--- src/rtl/fpe_pkg.sv ---
// shared types, constants and helpers of the framebuffer pixel expander
package fpe_pkg;

    localparam int PALETTE_ENTRIES = 256;
    localparam int PAL_AW          = (PALETTE_ENTRIES > 1) ? $clog2(PALETTE_ENTRIES) : 1;
    localparam int PIXELS_PER_ITEM = 8;

    // run length, large enough for a raw pixel_count
    localparam int CNT_W = 4;

    // configuration port
    localparam int APB_AW = 3;
    localparam int APB_DW = 32;
    localparam logic [APB_AW-3:0] REG_DEPTH_MODE = '0;

    // depth_mode codes
    localparam logic [2:0] DEPTH_1BPP  = 3'd0;
    localparam logic [2:0] DEPTH_2BPP  = 3'd1;
    localparam logic [2:0] DEPTH_4BPP  = 3'd2;
    localparam logic [2:0] DEPTH_8BPP  = 3'd3;
    localparam logic [2:0] DEPTH_16BPP = 3'd4;
    localparam logic [2:0] DEPTH_32BPP = 3'd5;
    localparam logic [2:0] DEPTH_RESET = DEPTH_8BPP;

    // opcode values
    localparam logic OP_PIXEL   = 1'b0;
    localparam logic OP_PALETTE = 1'b1;

    localparam logic [31:0] ALPHA_OPAQUE = 32'hFF00_0000;
    localparam logic [31:0] PURE_WHITE   = 32'hFFFF_FFFF;

    typedef struct packed {
        logic        opcode;
        logic [31:0] source_word;
        logic [2:0]  first_pixel;
        logic [3:0]  pixel_count;
        logic [7:0]  outside_mask;
        logic [7:0]  palette_index;
        logic [15:0] red_level;
        logic [15:0] green_level;
        logic [15:0] blue_level;
    } cmd_item_t;

    typedef struct packed {
        logic [31:0] argb_pixel;
        logic        last_of_run;
    } pix_item_t;

    // one pixel on its way from the sequencer to the output stage
    typedef struct packed {
        logic        use_palette;
        logic        in_range;
        logic [31:0] direct;
        logic        outside;
        logic        last;
    } fpe_issue_t;

    typedef struct packed {
        logic              en;
        logic [PAL_AW-1:0] addr;
        logic [23:0]       data;
    } fpe_pal_wr_t;

    // 5-bit channel to 8 bits, top bits replicated into the low ones
    function automatic logic [7:0] widen5(input logic [4:0] c);
        widen5 = {c, c[4:2]};
    endfunction

endpackage

--- src/rtl/fpe_out_stage.sv ---
// lookup stage and output register: forms the argb pixel
module fpe_out_stage
(
    input  logic                 clk,
    input  logic                 rst_n,
    input  logic                 issue_valid,
    output logic                 issue_ready,
    input  fpe_pkg::fpe_issue_t  issue,
    input  logic [23:0]          rd_data,
    output logic                 pix_valid,
    input  logic                 pix_ready,
    output fpe_pkg::pix_item_t   pix
);

    logic                 s1_valid_reg;
    fpe_pkg::fpe_issue_t  s1_reg;
    logic                 out_valid_reg;
    fpe_pkg::pix_item_t   out_reg;

    logic                 take;
    logic [31:0]          px;
    logic [31:0]          px_final;

    assign take        = s1_valid_reg && (!out_valid_reg || pix_ready);
    assign issue_ready = !s1_valid_reg || take;

    always_comb
    begin
        if (!s1_reg.use_palette)
        begin
            px = s1_reg.direct;
        end
        else if (s1_reg.in_range)
        begin
            px = fpe_pkg::ALPHA_OPAQUE | {8'h00, rd_data};
        end
        else
        begin
            px = fpe_pkg::ALPHA_OPAQUE;
        end
        // white outside the region is dropped to zero
        px_final = (s1_reg.outside && (px == fpe_pkg::PURE_WHITE)) ? 32'h0 : px;
    end

    always_ff @(posedge clk or negedge rst_n)
    begin
        if (!rst_n)
        begin
            s1_valid_reg  <= 1'b0;
            out_valid_reg <= 1'b0;
        end
        else
        begin
            if (issue_ready)
            begin
                s1_valid_reg <= issue_valid;
            end
            if (take)
            begin
                out_valid_reg <= 1'b1;
            end
            else if (pix_ready)
            begin
                out_valid_reg <= 1'b0;
            end
        end
    end

    always_ff @(posedge clk)
    begin
        if (issue_ready && issue_valid)
        begin
            s1_reg <= issue;
        end
        if (take)
        begin
            out_reg.argb_pixel  <= px_final;
            out_reg.last_of_run <= s1_reg.last;
        end
    end

    assign pix_valid = out_valid_reg;
    assign pix       = out_reg;

`ifndef SYNTHESIS
    a_no_overrun: assert property (@(posedge clk) disable iff (!rst_n)
        (s1_valid_reg && out_valid_reg && !pix_ready) |-> !issue_ready)
        else $error("lookup stage overwritten while output is stalled");

    a_stage_holds: assert property (@(posedge clk) disable iff (!rst_n)
        (s1_valid_reg && out_valid_reg && !pix_ready) |=> s1_valid_reg)
        else $error("pixel lost from the lookup stage");
`endif

endmodule

--- config.mk ---
export PLATFORM = sky130hd
export DESIGN_NAME = fpe_out_stage
export DESIGN_NICKNAME = d
export VERILOG_FILES = /design/src/rtl/fpe_pkg.sv /design/src/rtl/fpe_out_stage.sv
export SDC_FILE = /design/constraint.sdc
export NUM_CORES = 1
export LEC_CHECK = 0
export BUFFER_PORTS_ARGS = -buffer_cell sky130_fd_sc_hd__buf_2
export CAP_MARGIN = 15
export CORE_MARGIN = 1.5
export CORE_UTILIZATION = 45
export DETAILED_ROUTE_END_ITERATION = 8
export GPL_TIMING_DRIVEN = 0
export PLACE_DENSITY = 0.84
export SETUP_SLACK_MARGIN = 0.15
export SLEW_MARGIN = 5
export SYNTH_ARGS = -nofsm -noshare
export SYNTH_HDL_FRONTEND = slang
export SYNTH_SLANG_ARGS = --single-unit
--- constraint.sdc ---
create_clock -name clk -period 2 [get_ports clk]
set_clock_uncertainty 0.15 [all_clocks]
set_input_delay 0.1 -clock clk [delete_from_list [all_inputs] [get_ports clk]]
set_output_delay 0.1 -clock clk [all_outputs]
set_load 0.01 [all_outputs]
# After elaboration in Yosys (flattened, before gate mapping)
# Index checks and enable logic that the tools add are counted.
# Widths: inputs -> output; s select.
[word_totals]
mem_bits_ro = 0
ramBits = 0
register_bits = 71
latchBits = 0
memories = 0
[op_classes]
n_lt_le_gt_ge = 0
n_div = 0
n_bitwise = 0
n_mul = 0
mux = 4
eq_ne = 1
n_reduce_logical = 8
n_addsub = 0
n_shift = 0
[ops]
columns = ["cell", "n"]
rows = [
  ["$eq 32x32->1 const B", 1],
  ["$mux 32", 1],
  ["$mux 24", 1],
  ["$logic_and 1x1->1", 3],
  ["$logic_not 1->1", 2],
  ["$logic_or 1x1->1", 2],
  ["$mux 1", 2],
  ["$reduce_bool 2->1", 1],
]

# Depth between registers and ports, before layout
[logic_depth]
word_depth = 5
ltp_mapped = 6
depth_no_buf = 4

# Least setup slack after synthesis
# No wires, ideal clock.
[synth_timing]
path_kind = "reg2reg"
start = "reg out_valid_reg (netlist: pix_valid)"
end = "reg s1_reg[0] (netlist name) (enable)"
stages_incl_launch_ff = 3
setup_slack_ns = -0.057
n_path_buf = 0
t_arrival_ns = 1.510
cell_sequence = "dfrtp_1 -> nand3b_1 -> and2_1"
[synth_between]
elab_chain_len = 5
[synth_lines]
columns = ["element", "line", "source"]
rows = [
  ["start: declaration", "fpe_out_stage.sv:17", "logic out_valid_reg;"],
  ["start signal: assignment", "fpe_out_stage.sv:50", "out_valid_reg <= 1'b0;"],
  ["start signal: assignment", "fpe_out_stage.sv:60", "out_valid_reg <= 1'b1;"],
  ["start signal: assignment", "fpe_out_stage.sv:64", "out_valid_reg <= 1'b0;"],
  ["$logic_not 1->1", "fpe_out_stage.sv:24", "assign take = s1_valid_reg && (!out_valid_reg || pix_ready);"],
  ["$logic_or 1x1->1", "fpe_out_stage.sv:24", ""],
  ["$logic_and 1x1->1", "fpe_out_stage.sv:24", ""],
  ["$logic_or 1x1->1", "fpe_out_stage.sv:25", "assign issue_ready = !s1_valid_reg || take;"],
  ["net issue_ready", "fpe_out_stage.sv:7", "output logic issue_ready,"],
  ["$logic_and 1x1->1", "fpe_out_stage.sv:71", "if (issue_ready && issue_valid)"],
  ["end signal: assignment", "fpe_out_stage.sv:73", "s1_reg <= issue;"],
  ["end: declaration", "fpe_out_stage.sv:16", "fpe_pkg::fpe_issue_t s1_reg;"],
]
# The timed path passes the listed nets, and every way through them passes these cells.
# A chain may end at the register's enable or synchronous reset.

# Worst setup path in the final report
[layout_timing]
start = "reg s1_reg[35] (netlist name)"
end = "reg out_reg, in the netlist pix[10] (data pin)"
[layout_between]
elab_chain_len = 3
[layout_lines]
columns = ["element", "line", "source"]
rows = [
  ["$mux 32 (*)", "fpe_out_stage.sv:29", "if (!s1_reg.use_palette)"],
  ["$eq 32x32->1", "fpe_out_stage.sv:42", "px_final = (s1_reg.outside && (px == fpe_pkg::PURE_WHITE)) ? 32'h0 : px;"],
  ["$logic_and 1x1->1", "fpe_out_stage.sv:42", ""],
  ["end: declaration", "fpe_out_stage.sv:18", "fpe_pkg::pix_item_t out_reg;"],
]
# Every way passes the cells marked *; elsewhere a longest branch is shown, timed or not.

==> metrics.md <==
| Metric | Value |
|---|---|
| Synthesized flop and latch total | `71` |
| Layout cells sized above 1 | `0.4031` |
| P_leak | `1.749 nW` |
| Most numerous cell in the Yosys netlist | `edfxtp_1` |
| RR Startpoint | `s1_reg[35]$_DFFE_PP_` |
| NumNets Final | `441` |
| Sequential cell area fraction in the yosys report | `0.7304` |
| Asr flop ratio synth | `0.02817` |
| Hold Vio Cnt, Final | `1` |
| Worst endpoint required time | `1.94 ns` |
| Synth top area share | `0.7132` |
| Run status | `finished with violations` |
| First drt pass iteration count | `5` |
| Commonest cells in the synthesized netlist | `edfxtp_1 (69), a21oi_1 (54), nor2b_1 (24)` |
| Die area | `0.006947 mm²` |
| Clock latency at the later pin of the worst-skew pair | `0.34 ns` |
| Sw frac | `0.2110` |
| Fin crit share | `1.040` |
| Mapped cell area | `0.002905 mm²` |
| Core Area | `between 0.006 and 0.007 mm²` |
| Area leader, netlist | `edfxtp_1` |
| H-tree depth | `3` |
| Sum Neg Setup Slack | `-1.706 ns` |
| Failing checks | `hold timing, setup timing` |
| Antenna-violating nets left | `0` |
| First-pass GRT wire length | `12.21 mm` |
| Overall Global Routing Usage | `0.2295` |
| I/O pins | `between 90 and 100` |
| Number of antenna violations at the first check in global routing | `0` |
| Crit path kind | `flop to flop` |
| Hold endpoint | `pix[15]$_SDFFCE_PP0P_` |
| Total gr overflow | `0` |
| Main flop type after synthesis | `edfxtp_1` |
| # fillers | `just under 400` |
| CP dominant cell by count | `buf_6` |
| CTS tree | `yes` |
| Clock share of power | `0.395` |
| Startpoint Class | `flop` |
| CP Capture Type | `flop` |
| Largest net degree at the start of global routing | `37` |
| RSZ-0062 raised after global routing | `yes` |
| Hold path startpoint | `rd_data[14]` |
| Clk sinks | `just over 70` |
| Syn Area/Cell | `14.17 µm²` |
| Worst slew pin tran | `0.7567 ns` |
| Hold depth | `3` |
| Synth top area cells | `edfxtp_1 (71%), a21oi_1 (9.3%), nor2b_1 (5.2%)` |
| Syn_nets | `about 270` |
| Cell family with most CP delay | `buffers and inverters` |
| Post-DP HPWL | `~4.8 mm` |
| CTS Buf Count | `9` |
| Fin util | `0.7168` |
| Final setup viols | `31` |
| WP buf/inv | `3` |
| Comb power frac | `0.119` |
| Worst-path clk slew | `about 0.070 ns` |
| Dpl ws | `-0.2165 ns` |
| Row cnt | `29` |
| CTS root buffer | `clkbuf_8` |
| Cells after Synth | `205` |
| Internal | `2.939 mW` |
| R2R Setup Slk | `-0.08 ns` |
| GPL Wtd Cong | `0.9936` |
| Number of flip-flops in the largest register | `36` |
| Longest Clk Path Bufs | `2` |
| Worst hold path type | `input port to flop` |
| Remaining DRCs | `0` |
| Power Dens Cells | `about 830 mW/mm²` |
| R2R depth | `7` |
| Max_slew headroom | `0.4955` |
| EDFF count, synth | `69` |
| Switch Pwr | `just under 0.8 mW` |
| WHS | `-0.001982 ns` |
| Die X | `83.35 µm` |
| Minimum clock period | `between 2 and 2.5 ns` |
| Max Cap Viol | `0` |
| Via/cell ratio | `between 5 and 6` |
| VDD IR max | `0.5771 mV` |
| Via count | `2481` |
| Total Wirelength | `~7.9 mm` |
| Part of the power in registers | `0.486` |
| Max Freq | `480.9 MHz` |
| Pins Over Slew Limit | `0` |
| IO buf count | `between 90 and 100` |
| Unique masters post-synth | `25` |
| Iter 0 DRT Violations | `313` |
| Die Ht | `approximately 83 µm` |
| Antenna cells | `0` |
| Area Overhead vs Synth | `54.87%` |
| Routed len/inst | `17.17 µm` |
| Slowest-stage cell, CP | `edfxtp_1` |
| Arrival @ worst endpoint | `between 2 and 2.5 ns` |
| Yosys warns | `0` |
| Vias in the first global route | `2521` |
| CP peak stage delay | `0.43 ns` |
| Crit-path cells | `buf_6, nor2b_4, nand4_1, a2111oi_4, buf_6, buf_6, a21oi_1` |
| Starting Density | `0.4628` |
| Crit path max fanout | `8` |
| Worst setup margin | `-0.07957 ns` |
| Reg2reg end | `pix[10]$_SDFFCE_PP0P_` |
-- layer usage --
metal  vias up  global-route usage  wire, µm
li1       1130                   -         -
met1      1158              0.2473      2877
met2       149              0.3932      4075
met3        44             0.04771       521
met4         0              0.1773       408
met5         -                   0         0
-- metrics by stage --
stage	cells	cell area, µm²	power (mW)
after floorplan	205	2914	1.994
after global placement	380	3501	2.147
after detailed placement	380	3501	2.164
after CTS	457	4410	3.708
after global routing	459	4499	3.829
final	459	4499	3.724
-- final cells by class --
class	count	area, µm²	share of cell area
Sequential cell	71	2122	0.4716
Timing Repair Buffer	161	1120	0.2489
Tap cell	77	96.34	0.02141
Multi-Input combinational cell	122	812.0	0.1805
Clock buffer	10	127.6	0.02836
Buffer	12	88.84	0.01974
Clock inverter	6	132.6	0.02948
-- worst register-to-register path: stages, from the launching register on --
cell and delay [ns]:
edfxtp_1 0.43, buf_6 0.16, nor2b_4 0.11, nand4_1 0.16, a2111oi_4 0.39, buf_6 0.20, buf_6 0.14, a21oi_1 0.08
-- repair_timing --
action / CTS / global route
hold endpoints to repair: 54 / 0
hold buffers: 55 / 0
gates resized for setup: 18 / 19
pin swaps: 6 / 15
endpoints found under the setup margin: 32 / 68
cloned: 3 / 0
buffers inserted: 3 / 2
-- power by group through the flow --
stage                     clock network, mW  registers [mW]  logic [mW]
after floorplan                           0            1.86       0.134
after global placement                    0            1.83       0.313
after detailed placement                  0            1.84       0.323
after CTS                              1.48            1.81       0.416
after global routing                   1.53            1.82       0.478
final                                  1.47            1.81       0.443
-- cell families (layout without fill, tap and decap cells) --
| family | count (synthesis) | after routing | share of synthesized area |
|---|---|---|---|
| flip-flops | 71 | 71 | 0.7304 |
| AND/OR/NAND/NOR | 58 | 58 | 0.1197 |
| AO/OA/AOI/OAI | 64 | 64 | 0.1245 |
| buffers and inverters | 12 | 189 | 0.02541 |
-- cells in the final DEF (no fill, tap or decap), types with 3 or more instances in the layout --
cell type,n
bufinv_16,4
a21oi_1,37
a21oi_2,16
edfxtp_1,69
buf_4,5
nor2_1,9
clkbuf_8,9
nand2_1,3
nor2b_1,23
buf_2,100
nand4_1,8
nand2b_1,3
clkbuf_1,5
dlygate4sd3_1,55
buf_6,8
-- worst max path at each step --
stage / startpoint / end / cells after the start
6_report: s1_reg[35]$_DFFE_PP_ / pix[10]$_SDFFCE_PP0P_ / 7
3_5_place_dp: s1_reg[35]$_DFFE_PP_ / pix[24]$_SDFFCE_PP0P_ / 6
5_1_grt: s1_reg[35]$_DFFE_PP_ / pix[23]$_SDFFCE_PP0P_ / 6
4_1_cts: s1_reg[35]$_DFFE_PP_ / pix[9]$_SDFFCE_PP0P_ / 7
2_1_floorplan: s1_reg[35]$_DFFE_PP_ / pix[10]$_SDFFCE_PP0P_ / 5
3_3_place_gp: s1_reg[35]$_DFFE_PP_ / pix[6]$_SDFFCE_PP0P_ / 6
(Power assumes the default switching activity.)
