### src/rtl/fpe_pkg.sv
// shared types, constants and helpers of the framebuffer pixel expander
package fpe_pkg;

    localparam int PALETTE_ENTRIES = 256;
    localparam int PAL_AW          = (PALETTE_ENTRIES > 1) ? $clog2(PALETTE_ENTRIES) : 1;
    localparam int PIXELS_PER_ITEM = 8;

    // run length, large enough for a raw pixel_count
    localparam int CNT_W = 4;

    // configuration port
    localparam int APB_AW = 3;
    localparam int APB_DW = 32;
    localparam logic [APB_AW-3:0] REG_DEPTH_MODE = '0;

    // depth_mode codes
    localparam logic [2:0] DEPTH_1BPP  = 3'd0;
    localparam logic [2:0] DEPTH_2BPP  = 3'd1;
    localparam logic [2:0] DEPTH_4BPP  = 3'd2;
    localparam logic [2:0] DEPTH_8BPP  = 3'd3;
    localparam logic [2:0] DEPTH_16BPP = 3'd4;
    localparam logic [2:0] DEPTH_32BPP = 3'd5;
    localparam logic [2:0] DEPTH_RESET = DEPTH_8BPP;

    // opcode values
    localparam logic OP_PIXEL   = 1'b0;
    localparam logic OP_PALETTE = 1'b1;

    localparam logic [31:0] ALPHA_OPAQUE = 32'hFF00_0000;
    localparam logic [31:0] PURE_WHITE   = 32'hFFFF_FFFF;

    typedef struct packed {
        logic        opcode;
        logic [31:0] source_word;
        logic [2:0]  first_pixel;
        logic [3:0]  pixel_count;
        logic [7:0]  outside_mask;
        logic [7:0]  palette_index;
        logic [15:0] red_level;
        logic [15:0] green_level;
        logic [15:0] blue_level;
    } cmd_item_t;

    typedef struct packed {
        logic [31:0] argb_pixel;
        logic        last_of_run;
    } pix_item_t;

    // one pixel on its way from the sequencer to the output stage
    typedef struct packed {
        logic        use_palette;
        logic        in_range;
        logic [31:0] direct;
        logic        outside;
        logic        last;
    } fpe_issue_t;

    typedef struct packed {
        logic              en;
        logic [PAL_AW-1:0] addr;
        logic [23:0]       data;
    } fpe_pal_wr_t;

    // 5-bit channel to 8 bits, top bits replicated into the low ones
    function automatic logic [7:0] widen5(input logic [4:0] c);
        widen5 = {c, c[4:2]};
    endfunction

endpackage

### src/rtl/fpe_sequencer.sv
// item register and per-pixel sequencer
module fpe_sequencer
(
    input  logic                        clk,
    input  logic                        rst_n,
    input  logic [2:0]                  depth_mode,
    input  logic                        cmd_valid,
    output logic                        cmd_ready,
    input  fpe_pkg::cmd_item_t          cmd,
    output logic                        issue_valid,
    input  logic                        issue_ready,
    output fpe_pkg::fpe_issue_t         issue,
    output logic [fpe_pkg::PAL_AW-1:0]  rd_addr,
    output fpe_pkg::fpe_pal_wr_t        pal_wr
);

    localparam int CW = fpe_pkg::CNT_W;

    logic           busy_reg, busy_next;
    logic [31:0]    word_reg;
    logic [2:0]     pos_reg;
    logic [CW-1:0]  left_reg;
    logic [7:0]     omask_reg;

    logic [CW-1:0]  per_unit;
    logic [CW-1:0]  avail;
    logic [CW-1:0]  run_len;
    logic           cmd_fire;
    logic           load;
    logic           fire;
    logic           last_issue;
    logic [2:0]     sh;
    logic [7:0]     fmask;
    logic [7:0]     pidx;

    // pixels per source unit, zero for unused codes
    always_comb
    begin
        case (depth_mode)
            fpe_pkg::DEPTH_1BPP:  per_unit = CW'(8);
            fpe_pkg::DEPTH_2BPP:  per_unit = CW'(4);
            fpe_pkg::DEPTH_4BPP:  per_unit = CW'(2);
            fpe_pkg::DEPTH_8BPP:  per_unit = CW'(1);
            fpe_pkg::DEPTH_16BPP: per_unit = CW'(1);
            fpe_pkg::DEPTH_32BPP: per_unit = CW'(1);
            default:              per_unit = '0;
        endcase
    end

    always_comb
    begin
        if (CW'(cmd.first_pixel) >= per_unit)
        begin
            avail = '0;
        end
        else
        begin
            avail = per_unit - CW'(cmd.first_pixel);
        end
        run_len = (cmd.pixel_count < avail) ? cmd.pixel_count : avail;
        if (run_len > CW'(fpe_pkg::PIXELS_PER_ITEM))
        begin
            run_len = CW'(fpe_pkg::PIXELS_PER_ITEM);
        end
    end

    assign fire        = busy_reg && issue_ready;
    assign last_issue  = (left_reg == CW'(1));
    assign cmd_ready   = !busy_reg || (fire && last_issue);
    assign cmd_fire    = cmd_valid && cmd_ready;
    assign load        = cmd_fire && (cmd.opcode == fpe_pkg::OP_PIXEL) && (run_len != '0);

    always_comb
    begin
        pal_wr.en   = cmd_fire && (cmd.opcode == fpe_pkg::OP_PALETTE)
                      && ({1'b0, cmd.palette_index} < 9'(fpe_pkg::PALETTE_ENTRIES));
        pal_wr.addr = cmd.palette_index[fpe_pkg::PAL_AW-1:0];
        pal_wr.data = {cmd.red_level[15:8], cmd.green_level[15:8], cmd.blue_level[15:8]};
    end

    always_comb
    begin
        busy_next = busy_reg;
        if (fire && last_issue)
        begin
            busy_next = 1'b0;
        end
        if (load)
        begin
            busy_next = 1'b1;
        end
    end

    always_ff @(posedge clk or negedge rst_n)
    begin
        if (!rst_n)
        begin
            busy_reg <= 1'b0;
        end
        else
        begin
            busy_reg <= busy_next;
        end
    end

    always_ff @(posedge clk)
    begin
        if (load)
        begin
            word_reg  <= cmd.source_word;
            pos_reg   <= cmd.first_pixel;
            left_reg  <= run_len;
            omask_reg <= cmd.outside_mask;
        end
        else if (fire)
        begin
            pos_reg   <= pos_reg + 3'd1;
            left_reg  <= left_reg - CW'(1);
            omask_reg <= {1'b0, omask_reg[7:1]};
        end
    end

    // field position inside the byte, msb first
    always_comb
    begin
        case (depth_mode)
            fpe_pkg::DEPTH_1BPP:
            begin
                sh    = ~pos_reg;
                fmask = 8'h01;
            end
            fpe_pkg::DEPTH_2BPP:
            begin
                sh    = {~pos_reg[1:0], 1'b0};
                fmask = 8'h03;
            end
            fpe_pkg::DEPTH_4BPP:
            begin
                sh    = {~pos_reg[0], 2'b00};
                fmask = 8'h0F;
            end
            default:
            begin
                sh    = 3'd0;
                fmask = 8'hFF;
            end
        endcase
        pidx = (word_reg[7:0] >> sh) & fmask;
    end

    assign rd_addr     = pidx[fpe_pkg::PAL_AW-1:0];
    assign issue_valid = busy_reg;

    always_comb
    begin
        issue.use_palette = (depth_mode != fpe_pkg::DEPTH_16BPP)
                            && (depth_mode != fpe_pkg::DEPTH_32BPP);
        issue.in_range    = ({1'b0, pidx} < 9'(fpe_pkg::PALETTE_ENTRIES));
        if (depth_mode == fpe_pkg::DEPTH_16BPP)
        begin
            issue.direct = {8'hFF, fpe_pkg::widen5(word_reg[14:10]),
                            fpe_pkg::widen5(word_reg[9:5]), fpe_pkg::widen5(word_reg[4:0])};
        end
        else
        begin
            issue.direct = word_reg | fpe_pkg::ALPHA_OPAQUE;
        end
        issue.outside = omask_reg[0];
        issue.last    = last_issue;
    end

`ifndef SYNTHESIS
    a_run_nonempty: assert property (@(posedge clk) disable iff (!rst_n)
        busy_reg |-> (left_reg != '0))
        else $error("active run with no pixels left");

    a_run_in_unit: assert property (@(posedge clk) disable iff (!rst_n)
        busy_reg |-> ((5'(pos_reg) + 5'(left_reg)) <= 5'd8))
        else $error("run reaches past the source unit");

    a_run_ends: assert property (@(posedge clk) disable iff (!rst_n)
        (fire && last_issue && !load) |=> !busy_reg)
        else $error("sequencer stays busy after the last pixel");
`endif

endmodule

### config.mk
export PLATFORM = sky130hd
export DESIGN_NAME = fpe_sequencer
export DESIGN_NICKNAME = d
export VERILOG_FILES = /design/src/rtl/fpe_pkg.sv /design/src/rtl/fpe_sequencer.sv
export SDC_FILE = /design/constraint.sdc
export NUM_CORES = 1
export LEC_CHECK = 0
export BUFFER_PORTS_ARGS = -buffer_cell sky130_fd_sc_hd__buf_2
export CORE_ASPECT_RATIO = 0.8
export CORE_MARGIN = 5
export CORE_UTILIZATION = 46
export DETAILED_ROUTE_END_ITERATION = 12
export PLACE_DENSITY = 0.95
export SYNTH_ARGS = -nofsm -noshare
export SYNTH_HDL_FRONTEND = slang
export SYNTH_SLANG_ARGS = --single-unit
### constraint.sdc
create_clock -name clk -period 4.49 [get_ports clk]
set_input_delay 0.2245 -clock clk [delete_from_list [all_inputs] [get_ports clk]]
set_output_delay 0.2245 -clock clk [all_outputs]
set_load 0.03 [all_outputs]
# Word level (Yosys, flattened, before mapping)
# Cells that the tools add are included.
# totals
out_inout_bits	79
ramBits	0
n_memories	0
reg_bits	40
latch_bits	0
romBits	0
elab_cells	54
# classes
multipliers	0
n_shift	1
reduce_logical	14
n_lt_le_gt_ge	3
bitwise_logic	5
n_eq_ne	8
div_mod_pow	0
add_sub_neg	3
muxes	15
# ops
operator	n
24-bit two-way mux	1
8-bit case mux with 3 select lines	1
4-bit two-way mux	5
8-bit two-way mux	2
4-bit case mux with 4 select lines	1
3-bit case mux with 3 select lines	1
8-bit bitwise AND	1
8-bit by 3-bit >> shifter with 8-bit output	1
1-bit logical AND	7
3-bit by 2-bit equality test with 1-bit output (second input constant)	2
3-bit equality test (second input constant)	2
3-bit two-way mux	2
3-bit != test (second input constant)	2
4-bit by 1-bit equality test with 1-bit output (second input constant)	1
3-bit by 4-bit greater-or-equal comparator with 1-bit output	1
4-bit greater-than comparator (second input constant)	1
4-bit < comparator	1
2-bit nonzero test	2
4-bit nonzero test	1
4-bit by 1-bit subtractor with 4-bit output (second input constant)	1
4-bit by 3-bit subtractor with 4-bit output	1
3-bit by 1-bit adder with 3-bit output (second input constant)	1
3-bit by 1-bit equality test with 1-bit output (second input constant)	1
3-bit logical NOT	1
7 further kinds	9

# Longest topological paths before layout
# depth
depth_word	12
depth_mapped	19
depth_no_buf	16

# Worst setup path after synthesis
# OpenSTA, ideal clock, no wires.
# synth_path
kind	input-to-reg
start	input port depth_mode[1]
end	register left_reg[0], enable pin
arrival_time_ps	4397
slack_ps	-185
cell_stages	18
required_time_ps	4212
path_cell_list	buf_6 -> or2b_2 -> and2_1 -> ha_1 -> fa_1 -> nor2b_4 -> o21ai_0 -> nor3_1 -> a21o_2 -> inv_1 -> ha_1 -> a211o_1 -> o41ai_4 -> mux2_4 -> o31a_2 -> buf_6 -> buf_12 -> a21o_2
# synth_between
elab_chain_len	12
word_cells_on_any_way	18
# synth_lines
item	line	text
start: declaration	fpe_sequencer.sv:6	input logic [2:0] depth_mode,
3-bit equality test / 3-bit by 2-bit equality test with 1-bit output (equally long branches)	fpe_sequencer.sv:39	case (depth_mode)
3-bit OR reduction (no source line)	--	
4-bit case mux with 4 select lines *	fpe_sequencer.sv:39	
4-bit by 3-bit subtractor with 4-bit output / 3-bit by 4-bit greater-or-equal comparator with 1-bit output (equally long branches)	fpe_sequencer.sv:58, fpe_sequencer.sv:52	
4-bit two-way mux *	fpe_sequencer.sv:52	if (CW'(cmd.first_pixel) >= per_unit)
4-bit < comparator	fpe_sequencer.sv:60	run_len = (cmd.pixel_count < avail) ? cmd.pixel_count : avail;
4-bit two-way mux *	fpe_sequencer.sv:60	
4-bit greater-than comparator	fpe_sequencer.sv:61	if (run_len > CW'(fpe_pkg::PIXELS_PER_ITEM))
4-bit two-way mux *	fpe_sequencer.sv:61	
4-bit nonzero test *	fpe_sequencer.sv:71	assign load = cmd_fire && (cmd.opcode == fpe_pkg::OP_PIXEL) && (run_len != '0);
1-bit logical AND *	fpe_sequencer.sv:71	
2-bit nonzero test (no source line) *	--	
end signal: assignment	fpe_sequencer.sv:112	left_reg <= run_len;
end signal: assignment	fpe_sequencer.sv:118	left_reg <= left_reg - CW'(1);
end: declaration	fpe_sequencer.sv:22	logic [CW-1:0] left_reg;
# Every way passes the cells marked *; elsewhere a longest branch is shown, timed or not.
# A chain may end at the register's enable or synchronous reset.

# Worst setup path in the final report
# layout_path
start	input port depth_mode[1]
end	register left_reg[3], data pin
# layout_between
elab_chain_len	12
word_cells_on_any_way	18
# layout_lines
item	line	text
3-bit equality test / 3-bit by 2-bit equality test with 1-bit output (equally long branches)	fpe_sequencer.sv:39	
3-bit OR reduction (no source line)	--	
4-bit case mux with 4 select lines *	fpe_sequencer.sv:39	
4-bit by 3-bit subtractor with 4-bit output / 3-bit by 4-bit greater-or-equal comparator with 1-bit output (equally long branches)	fpe_sequencer.sv:58, fpe_sequencer.sv:52	
4-bit two-way mux *	fpe_sequencer.sv:52	
4-bit < comparator	fpe_sequencer.sv:60	
4-bit two-way mux *	fpe_sequencer.sv:60	
4-bit greater-than comparator	fpe_sequencer.sv:61	
4-bit two-way mux *	fpe_sequencer.sv:61	
4-bit nonzero test	fpe_sequencer.sv:71	
1-bit logical AND	fpe_sequencer.sv:71	
4-bit two-way mux *	fpe_sequencer.sv:108	if (load)
# Marks and branches as above.

==> impl_metrics.py <==
metrics = {
    "power_and_ir_drop": {
        "design_power_total_w": 0.00134,
        "p_per_area_nw_per_um2": 423,
        "ir_drop_v": 0.000443,
        "cellLeakagePower_nw": 1.48,
    },
    "detailed_routing": {
        "vias": 2068,
        "drtPass1Iterations": 4,
        "totalWireLength_um": 6140,
        "wl_per_cell_um": 14.9,
        "viasPerCell": 5.02,
        "drc": 0,
        "drtAntennaViolNets": 0,
        "first_iter_violations": 72,
    },
    "timing": {
        "period_needed_ns": 4.08,
        "grt_setup_unrepaired": "false",
        "clock.fmax_ghz": 0.245,
        "tightest_slew_ns": 0.945,
        "slew_violations": 0,
        "period_share": 0.910,
        "final_hold_viol_count": 0,
        "setup_tns_ns": 0,
        "fin_ws_ns": 0.406,
        "clock_skew_ns": 0.00506,
        "slew_headroom": 0.368,
        "finalSetupViolCount": 0,
    },
    "grt": {
        "antenna_found_initial": 0,
        "grt_pass1_vias": 2173,
        "grt_pass1_wl_um": 10000,
        "grt.total_usage": 0.160,
        "grt_max_degree": 25,
        "grt_overflow": 0,
    },
    "logic_synthesis": {
        "synth_cell_type_count": 47,
        "synth_most_common_cell": "nand2_1",
        "syn_avg_cell_area_sq_um": 10.2,
        "synth_largest_area_cell": "edfxtp_1",
        "seq_area_frac_synth": 0.425,
        "netlist_area_sq_um": 2810,
        "synth_top_area_frac": 0.416,
        "synth_common_cells": "nand2_1 (70), buf_4 (43), edfxtp_1 (39)",
        "synthFlopType": "edfxtp_1",
        "synth_edf_count": 39,
        "yosys_warnings": 0,
        "synthArstFlopShare": 0.0250,
        "synth-seq-cells": 40,
        "synthCells": 276,
        "netlist_top_cells_area": "edfxtp_1 (42%), buf_4 (11%), nand2_1 (9.3%)",
    },
    "final_layout": {
        "fin_nets": 452,
        "syn_to_final_growth_pct": 12.8,
        "final_layout_size_suffix_gt1_frac": 0.390,
        "largest_reg_flops": 24,
        "fillers": 500,
        "num_antenna_cells": 0,
    },
    "floorplanning": {
        "rows": 25,
        "die_h_um": 79.9,
        "dieArea_sq_um": 7790,
        "die_w_um": 97.4,
        "initial_core_util": 0.476,
        "ios": 190,
        "coreArea_sq_um": 5910,
    },
    "clock_tree": {
        "cts_made_buffers": 5,
        "cts-root-buf": "clkbuf_8",
        "cts_tree": "yes",
        "cts_buffer_depth": 2,
        "clock_sinks": 40,
        "h-tree-depth": 2,
        "cts_resized": 0,
        "clk_latency_ns": 0.30,
        "clkTransAtPathRegs_ns": 0.08,
        "post_cts_buffers": 0,
        "hold_buffers": 1,
    },
    "setup_path": {
        "cp-end-kind": "flop",
        "start_kind": "input pin",
        "required_ns": 4.53,
        "critical_path_class": "in2reg",
        "cp_max_fo": 15,
        "r2r_cells": 8,
        "cp.arrival_ns": 4.12,
    },
    "run_status": {
        "status": "complete, no violations",
    },
    "placed_design": {
        "place_ws_ns": 0.107,
        "io_buffers": 84,
        "hpwl_um": 4990,
        "gp_congestion": 0.846,
    },
    "flow_run": {
        "maxCapViolCount": 0,
    },
    "worst_hold_path": {
        "hold_depth": 1,
        "hp-class": "in2reg",
    },
}
==> metrics by stage <==
| stage | hold slack, ns | instances | util | instance area [sq um] |
|---|---|---|---|---|
| floorplan | -0.0711 | 284 | - | 2870 |
| global placement | 0.000711 | 403 | 0.516 | 3050 |
| detailed placement | -0.000343 | 403 | 0.516 | 3050 |
| CTS | 0.0904 | 412 | 0.537 | 3170 |
| global route | 0.0803 | 412 | 0.537 | 3170 |
| finish | 0.0982 | 412 | 0.537 | 3170 |
==> report_power, final <==
group	leakage [nW]	total, W	switching [W]	internal [W]
sequential	0.373	0.000565	0.0000464	0.000518
clock	0.0541	0.000288	0.000124	0.000164
combinational	1.05	0.000490	0.000290	0.000200
total	1.48	0.00134	0.000460	0.000882
==> cells by family (layout without fill, tap and decap cells) <==
family | after synthesis | in the layout | synth area share
AO/OA/AOI/OAI | 28 | 28 | 0.0752
XOR/XNOR | 4 | 4 | 0.0125
adder cells (fa/ha/maj) | 11 | 11 | 0.0516
buffers and inverters | 60 | 107 | 0.149
flip-flops | 40 | 40 | 0.425
multiplexers | 26 | 26 | 0.106
other | 1 | 9 | 0.00133
AND/OR/NAND/NOR | 106 | 106 | 0.179
==> cell type report <==
| cell class | instances | area (sq um) | share of cell area |
|---|---|---|---|
| inverters | 7 | 26.3 | 0.00828 |
| well taps | 81 | 101 | 0.0319 |
| repair buffers | 92 | 483 | 0.152 |
| clock buffers | 5 | 68.8 | 0.0217 |
| multi-input cells | 184 | 1250 | 0.396 |
| clock inverters | 3 | 42.5 | 0.0134 |
| flip-flops and latches | 40 | 1200 | 0.377 |
==> worst max-delay path: stages <==
cell     delay [ns]
buf_2          0.11
or2b_4         0.27
and2_1         0.15
ha_1           0.21
fa_2           0.43
nor2b_4        0.16
o21ai_2        0.09
nor3_1         0.14
a21o_2         0.15
inv_1          0.07
ha_4           0.22
a211o_1        0.31
o41ai_4        0.42
mux2_4         0.35
o31a_2         0.47
buf_4          0.22
mux2i_1        0.13
==> placed cells by master (no fill, tap or decap), types with 2 or more instances in the layout <==
cell type   n
buf_2      84
nand2_1    70
edfxtp_1   39
mux2_2     12
mux2i_1    11
ha_1        9
conb_1      9
a21oi_1     8
inv_1       7
buf_4       7
nor2_1      6
clkbuf_8    5
and2_1      4
nor3_1      4
nor2b_1     4
or2_2       3
nand2b_1    3
xnor2_1     3
a211oi_1    3
nor3b_1     2
nor3_4      2
a21o_2      2
a211o_1     2
mux2_4      2
o21a_1      2
o22ai_1     2
==> final timing paths <==
kind / from / to / slack, ns
max in group asynchronous: rst_n / issue_valid$_DFFE_PN0P_ / 4.19
min in group asynchronous: rst_n / issue_valid$_DFFE_PN0P_ / 0.22
hold / removal: cmd[75] / word_reg[4]$_DFFE_PP_ / 0.1
setup reg to reg: left_reg[1]$_DFFE_PP_ / omask_reg[0]$_DFFE_PP_ / 2.08
hold reg to reg: omask_reg[4]$_DFFE_PP_ / omask_reg[3]$_DFFE_PP_ / 0.55
setup / recovery: depth_mode[1] / left_reg[3]$_DFFE_PP_ / 0.41
==> routing by layer <==
layer / vias up / share of wire / global-route usage
li1: 1004 / - / -
met1: 952 / 0.37 / 0.169
met2: 92 / 0.52 / 0.294
met3: 20 / 0.085 / 0.0524
met4: 0 / 0.020 / 0.0650
met5: - / 0 / 0
Note: power is estimated with default switching activity, not from simulation.
